===== config.mk =====
export PLATFORM = sky130hd
export DESIGN_NAME = lifo_stack_engine
export DESIGN_NICKNAME = d
export VERILOG_FILES = /design/src/rtl/lse_pkg.sv /design/src/rtl/lifo_stack_engine.sv
export VERILOG_INCLUDE_DIRS = /design/src /design/src/rtl
export SDC_FILE = /design/constraint.sdc
export NUM_CORES = 2
export LEC_CHECK = 0
export ABC_AREA = 0
export BUFFER_PORTS_ARGS = -buffer_cell sky130_fd_sc_hd__buf_2
export CORE_ASPECT_RATIO = 0.9
export CORE_MARGIN = 1
export CORE_UTILIZATION = 35
export DETAILED_ROUTE_END_ITERATION = 16
export GPL_TIMING_DRIVEN = 0
export PLACE_DENSITY = 0.59
export REMOVE_ABC_BUFFERS = 1
export SYNTH_ARGS = -nofsm -noshare
export SYNTH_HDL_FRONTEND = slang
export SYNTH_SLANG_ARGS = --single-unit

===== constraint.sdc =====
create_clock -name clock -period 4.85 [get_ports clock]
set_input_delay 0.485 -clock clock [delete_from_list [all_inputs] [get_ports clock]]
set_output_delay 0.485 -clock clock [all_outputs]
set_load 0.05 [all_outputs]

===== src/rtl/lifo_stack_engine_defines.svh =====
// Assertion macros shared by the LIFO stack engine RTL.
`ifndef LIFO_STACK_ENGINE_DEFINES_SVH
`define LIFO_STACK_ENGINE_DEFINES_SVH

// Same-cycle implication, checked on the rising clock edge outside of reset.
`define LSE_ASSERT_SAME(lbl, ante, cons, msg) \
   lbl: assert property (@(posedge clock) disable iff (reset) (ante) |-> (cons)) \
      else $error(msg);

// Next-cycle implication, checked on the rising clock edge outside of reset.
`define LSE_ASSERT_NEXT(lbl, ante, cons, msg) \
   lbl: assert property (@(posedge clock) disable iff (reset) (ante) |=> (cons)) \
      else $error(msg);

`endif


===== src/rtl/lse_pkg.sv =====
// Types, codes and constants of the LIFO stack engine.
package lse_pkg;

   localparam int STACK_DEPTH_DEF = 64;
   localparam int WORD_W          = 32;

   typedef enum logic [2:0] {
      MODE_PUSH = 3'd0,
      MODE_DUMP = 3'd1,
      MODE_PEEK = 3'd2,
      MODE_POP  = 3'd3,
      MODE_SWAP = 3'd4
   } mode_type;

   typedef enum logic [2:0] {
      STATUS_OK         = 3'd0,
      STATUS_BAD_ARG    = 3'd1,
      STATUS_PEEK_EMPTY = 3'd2,
      STATUS_POP_EMPTY  = 3'd3,
      STATUS_SWAP_SHORT = 3'd4,
      STATUS_OVERFLOW   = 3'd5
   } status_type;

   typedef enum logic [2:0] {
      ST_IDLE,
      ST_PEEK,
      ST_DUMP,
      ST_SWAP_A,
      ST_SWAP_B,
      ST_SWAP_C
   } state_type;

   typedef struct packed {
      logic [2:0]               mode;
      logic signed [WORD_W-1:0] push_value;
      logic                     arg_ok;
   } req_type;

   typedef struct packed {
      logic signed [WORD_W-1:0] out_value;
      logic [2:0]               status;
      logic                     last;
   } rsp_type;

endpackage


===== src/rtl/lifo_stack_engine.sv =====
// Top level of the LIFO stack engine: command decode, stack memory and result register.
//
//  channel | direction | handshake                  | payload
//  --------+-----------+----------------------------+----------------------------------
//  request | in        | start high and busy low    | req_item  (mode, push_value, arg_ok)
//  result  | out       | rsp_strobe, one cycle each | rsp_item  (out_value, status, last)
//
// Push, pop and every error transaction finish while busy stays low throughout.
// Peek of a non-empty stack, swap of two or more entries and a dump of a non-empty stack
// pass through ST_PEEK, ST_SWAP_A to ST_SWAP_C or ST_DUMP with busy high, as set by the
// single stack memory with its registered read and one write port.
// Each result leaves the result register in the cycle after the one that forms it; the
// receiver cannot stall it. Reset clears the entry count and returns the controller to
// idle; the memory keeps its contents, and only entries below the count are ever used.
module lifo_stack_engine #(
   parameter int STACK_DEPTH = lse_pkg::STACK_DEPTH_DEF
) (
   input  logic            clock,
   input  logic            reset,
   input  logic            start,
   output logic            busy,
   input  lse_pkg::req_type req_item,
   output logic            rsp_strobe,
   output lse_pkg::rsp_type rsp_item
);
   import lse_pkg::*;

`include "lifo_stack_engine_defines.svh"

   localparam int CntW  = $clog2(STACK_DEPTH + 1);
   localparam int AddrW = $clog2(STACK_DEPTH);

   // Controller and stack bookkeeping.
   state_type            state_ff, state_in;
   logic [CntW-1:0]      count_ff, count_in;
   logic [AddrW-1:0]     idx_ff, idx_in;
   logic [WORD_W-1:0]    top_ff, top_in;

   // Result register.
   logic                 rsp_strobe_ff, rsp_strobe_in;
   rsp_type              rsp_item_ff, rsp_item_in;

   // Stack memory: one write and one registered read per cycle.
   logic [WORD_W-1:0]    stack_mem [STACK_DEPTH];
   logic [WORD_W-1:0]    rd_data_ff;
   logic [AddrW-1:0]     mem_raddr;
   logic [AddrW-1:0]     mem_waddr;
   logic [WORD_W-1:0]    mem_wdata;
   logic                 mem_we;

   // Decoded stack conditions.
   logic                 accept;
   logic                 cnt_empty;
   logic                 cnt_full;
   logic                 cnt_short;
   logic [CntW-1:0]      cnt_m1;
   logic [CntW-1:0]      cnt_m2;
   logic [AddrW-1:0]     top_addr;
   logic [AddrW-1:0]     below_addr;
   logic [AddrW-1:0]     idx_m1;

   assign accept     = start && (state_ff == ST_IDLE);
   assign cnt_empty  = (count_ff == '0);
   assign cnt_full   = (count_ff == CntW'(STACK_DEPTH));
   assign cnt_short  = (count_ff < CntW'(2));
   assign cnt_m1     = count_ff - CntW'(1);
   assign cnt_m2     = count_ff - CntW'(2);
   assign top_addr   = cnt_m1[AddrW-1:0];
   assign below_addr = cnt_m2[AddrW-1:0];
   assign idx_m1     = idx_ff - AddrW'(1);

   // Next state: walk the multi-cycle commands through their memory accesses.
   always_comb begin
      state_in = state_ff;
      case (state_ff)
         ST_IDLE: begin
            if (accept) begin
               case (req_item.mode)
                  MODE_DUMP: if (!cnt_empty) state_in = ST_DUMP;
                  MODE_PEEK: if (!cnt_empty) state_in = ST_PEEK;
                  MODE_SWAP: if (!cnt_short) state_in = ST_SWAP_A;
                  default:   state_in = ST_IDLE;
               endcase
            end
         end
         ST_PEEK:   state_in = ST_IDLE;
         ST_DUMP:   if (idx_ff == '0) state_in = ST_IDLE;
         ST_SWAP_A: state_in = ST_SWAP_B;
         ST_SWAP_B: state_in = ST_SWAP_C;
         ST_SWAP_C: state_in = ST_IDLE;
         default:   state_in = ST_IDLE;
      endcase
   end

   // Outputs and datapath: memory controls, count, result formation.
   always_comb begin
      count_in      = count_ff;
      idx_in        = idx_ff;
      top_in        = top_ff;
      mem_raddr     = top_addr;
      mem_waddr     = count_ff[AddrW-1:0];
      mem_wdata     = req_item.push_value;
      mem_we        = 1'b0;
      rsp_strobe_in = 1'b0;
      rsp_item_in   = '{out_value: '0, status: STATUS_OK, last: 1'b1};
      case (state_ff)
         ST_IDLE: begin
            if (accept) begin
               case (req_item.mode)
                  MODE_PUSH: begin
                     rsp_strobe_in = 1'b1;
                     if (!req_item.arg_ok) begin
                        rsp_item_in.status = STATUS_BAD_ARG;
                     end else if (cnt_full) begin
                        rsp_item_in.status = STATUS_OVERFLOW;
                     end else begin
                        mem_we   = 1'b1;
                        count_in = count_ff + CntW'(1);
                     end
                  end
                  MODE_DUMP: begin
                     // Empty stack answers with a single zero; else start at the top.
                     rsp_strobe_in = cnt_empty;
                     idx_in        = top_addr;
                  end
                  MODE_PEEK: begin
                     rsp_strobe_in = cnt_empty;
                     rsp_item_in.status = STATUS_PEEK_EMPTY;
                  end
                  MODE_POP: begin
                     rsp_strobe_in = 1'b1;
                     if (cnt_empty) begin
                        rsp_item_in.status = STATUS_POP_EMPTY;
                     end else begin
                        count_in = cnt_m1;
                     end
                  end
                  MODE_SWAP: begin
                     rsp_strobe_in = cnt_short;
                     rsp_item_in.status = STATUS_SWAP_SHORT;
                  end
                  default: begin
                     rsp_strobe_in = 1'b0;
                  end
               endcase
            end
         end
         ST_PEEK: begin
            rsp_strobe_in         = 1'b1;
            rsp_item_in.out_value = rd_data_ff;
         end
         ST_DUMP: begin
            // Emit the entry read last cycle and fetch the one below it.
            rsp_strobe_in         = 1'b1;
            rsp_item_in.out_value = rd_data_ff;
            rsp_item_in.last      = (idx_ff == '0);
            mem_raddr             = idx_m1;
            idx_in                = idx_m1;
         end
         ST_SWAP_A: begin
            // Hold the top word, fetch the one below.
            top_in    = rd_data_ff;
            mem_raddr = below_addr;
         end
         ST_SWAP_B: begin
            mem_we    = 1'b1;
            mem_waddr = top_addr;
            mem_wdata = rd_data_ff;
         end
         ST_SWAP_C: begin
            mem_we        = 1'b1;
            mem_waddr     = below_addr;
            mem_wdata     = top_ff;
            rsp_strobe_in = 1'b1;
         end
         default: begin
            rsp_strobe_in = 1'b0;
         end
      endcase
   end

   // Stack memory. The controller sequences swap so that both of its reads finish
   // before its writes; the read that overlaps the first swap write returns the old
   // word and is never used.
   always_ff @(posedge clock) begin
      if (mem_we) begin
         stack_mem[mem_waddr] <= mem_wdata;
      end
      rd_data_ff <= stack_mem[mem_raddr];
   end

   always_ff @(posedge clock) begin
      if (reset) begin
         state_ff      <= ST_IDLE;
         count_ff      <= '0;
         rsp_strobe_ff <= 1'b0;
      end else begin
         state_ff      <= state_in;
         count_ff      <= count_in;
         rsp_strobe_ff <= rsp_strobe_in;
      end
   end

   always_ff @(posedge clock) begin
      idx_ff      <= idx_in;
      top_ff      <= top_in;
      rsp_item_ff <= rsp_item_in;
   end

   assign busy       = (state_ff != ST_IDLE);
   assign rsp_strobe = rsp_strobe_ff;
   assign rsp_item   = rsp_item_ff;

   `LSE_ASSERT_SAME(a_count_bound, 1'b1, count_ff <= CntW'(STACK_DEPTH), "entry count beyond depth")
   `LSE_ASSERT_NEXT(a_count_hold, state_ff != ST_IDLE, count_ff == $past(count_ff), "count moved while busy")
   `LSE_ASSERT_SAME(a_partial_dump, rsp_strobe_ff && !rsp_item_ff.last, state_ff == ST_DUMP, "non-final result outside dump")
   `LSE_ASSERT_NEXT(a_cmd_answer, accept && req_item.mode <= MODE_SWAP, rsp_strobe_ff || busy, "command left unanswered")

endmodule


==> flow_summary.ini <==
[timing]
relSlewSlack = 0.210
final_max_slew_viol_count = 0
hold_viol_final = 0
rsz0062_at_grt = no
post-route-period-util = 0.973
period_needed_ns = 4.72
clock.fmax_ghz = 0.212
hold_ws_ns = 0.0962
clock_skew_ns = 0.0553
worstMarginPinSlew_ns = 1.18
setup_viol = 0

[die]
dieArea_mm2 = 0.247
die_w_um = 524
fp.dieH_um = 471
rows = 171
io_pins = 77
core-area_mm2 = 0.242
initial_core_util = 0.354

[cts]
clock-sinks = 2165
numCtsBuffers = 204
path_clk_slew_ns = 0.06
ctsHtreeMaxLevel = 4
clk_latency_ns = 0.87
cts_tree = done
cts_root_buffer = clkbuf_16
cts.path.max_buffers = 3

[run_status]
status = finished clean

[yosys]
ys_warn_count = 0
ys_types = 80
ys_ff_latch = 2165
synth.area.top_cells = edfxtp_1, nand2_1, nand3_1
synth_most_common_cell = edfxtp_1
yosysTopAreaCell = edfxtp_1
synth_top_cell_area_share = 0.731
ys_top_cells_by_count = edfxtp_1, nand2_1, nand3_1
synth-main-ff-cell = edfxtp_1
postSynth.asyncResetShare = 0
synth.avg_cell_area_um2 = 13.8
yosysSeqAreaShare = 0.749
netlist_area_mm2 = 0.0857
syn_inst = 6209
synth-edff-count = 2086

[global_route]
grt_max_degree = 132
grt_first_pass_wirelength_mm = 345
grt_overflow_total = 0
track_usage = 0.190
antenna_found_initial = 6
grt_pass1_vias = 49900

[final_layout]
final_util = 0.415
nNetsFinal = 6391
fillerInstances = 21600
syn2layout_area_growth_pct = 17.3
drive_above_1_share = 0.130

[critical_path]
endpoint_kind = flop
slowest_stage = nor2_4
path_max_fanout = 25
path_cells = nand2b_4 > buf_16 > nor2_1 > xnor2_1 > nor2b_1 > nand3_1 > nor2_4 > buf_12
crit_path_max_incr_delay_ns = 1.02
startpoint_type = flop
cp.required_ns = 5.39
worstPathArrival_ns = 5.26
crit_type = reg2reg

[hold_path]
hold_class = in2reg

[drt]
drc = 0
drt-initial-drc-count = 6670
ant_nets = 0
viasPerCell = 5.45
first_pass_iters = 6
dr_total_vias = 53000
avgRoutedWirePerCell_um = 24.5
finalWirelength_mm = 238

[power]
irDropWorstVdd_v = 0.000416
power.switching_mw = 11.3
power_density_mw_per_mm2 = 424
p_leak_nw = 33.8
swShare = 0.264
p_seq_frac = 0.489
clockPowerShare = 0.368
power.share.combinational = 0.143
p_int_mw = 31.4

[placed_design]
hpwl_mm = 143
gp_congestion = 0.774
portBuffers = 76

[job]
drv_cap = 0
## placed cells by master, fill, tap and decap left out, drive strengths merged, types with 64 or more instances in the layout
master / Yosys / layout
edfxtp: 2086 / 2086
nand2: 1649 / 1650
nand3: 1002 / 1002
buf: 250 / 318
clkbuf: 145 / 274
a21oi: 166 / 166
mux2i: 117 / 117
nor2: 108 / 108
mux4: 94 / 94
clkinv: 0 / 86
dfxtp: 79 / 79
and3: 64 / 64
## cells by family after synthesis
group,count (synthesis),share of synthesized area
buffers and inverters,402,0.0246
adder cells (fa/ha/maj),6,0.000876
flip-flops,2165,0.749
multiplexers,214,0.0392
XOR/XNOR,16,0.00163
AO/OA/AOI/OAI,435,0.0324
AND/OR/NAND/NOR,2971,0.152
## state kept, by name (all words and copies together), names as in the netlist
| signal | cells |
|---|---|
| state_ff | 3 |
| top_ff | 32 |
| rsp_item | 36 |
| idx_ff | 6 |
| count_ff | 7 |
| rsp_strobe | 1 |
| rd_data_ff | 32 |
| stack_mem | 2048 |
## power by group through the flow
stage	sequential [mW]	clock, mW	combinational, mW
4_1_cts	20.9	15.9	6.07
2_1_floorplan	21.4	0	4.54
3_3_place_gp	21.4	0	7.60
6_report	20.9	15.7	6.09
3_5_place_dp	21.3	0	5.99
5_1_grt	20.9	16.6	6.53
## through the flow
stage          worst slack [ns]  TNS, ns  area (um2)  cells  power, mW
6_report                  0.129        0      101000   9720       42.7
5_1_grt                  0.0155        0      101000   9718       44.1
4_1_cts                 -0.0430   -0.345      100000   9688       42.9
3_5_place_dp             -0.427    -9.08       93400   9291       27.3
3_3_place_gp             -27.58        -       88000   9090       29.0
2_1_floorplan            -13.01  -919.23       83600   5814       25.9
## routing by layer
layer | vias to the layer above | part of all wire | track usage
li1 | 23200 | - | -
met2 | 2400 | 0.44 | 0.281
met3 | 316 | 0.091 | 0.0369
met5 | - | 0 | 0
met1 | 27000 | 0.44 | 0.281
met4 | 0 | 0.027 | 0.0578
## worst max-delay path, delay by kind of cell (launching register included)
family / cells / cell delay, ns
buf+inv: 2 / 0.57
flops: 1 / 0.59
xor+xnor: 1 / 0.44
simple gates: 5 / 2.71
## area by class of cell
type	instances	area, um2	share of cell area
well taps	3200	4000	0.0398
diodes	2	5.00	0.0000498
flip-flops and latches	2165	64200	0.639
multi-input cells	3643	20400	0.203
clock buffers	273	5600	0.0557
repair buffers	325	5370	0.0533
clock inverters	105	935	0.00929
inverters	7	26.3	0.000261
## timing repair
action	4_1_cts	5_1_grt
pin swaps	5	11
hold endpoints to repair	13	0
setup endpoints to repair	174	657
resized for setup	8	5
setup buffers	12	29
hold buffers	4	0
cloned	3	1
## worst paths after layout
path                            start                          end  slack, ns  depth (start not counted)
max          state_ff[1]$_SDFFE_PP0P_  stack_mem[36][28]$_DFFE_PP_       0.13                          8
min                      req_item[33]       rsp_item[2]$_SDFF_PN0_        0.1                          3
max reg2reg  state_ff[1]$_SDFFE_PP0P_  stack_mem[36][28]$_DFFE_PP_       0.13                          8
min reg2reg    rd_data_ff[25]$_DFF_P_         top_ff[25]$_DFFE_PN_       0.45                          0
Power figures use the tool's default switching activity.
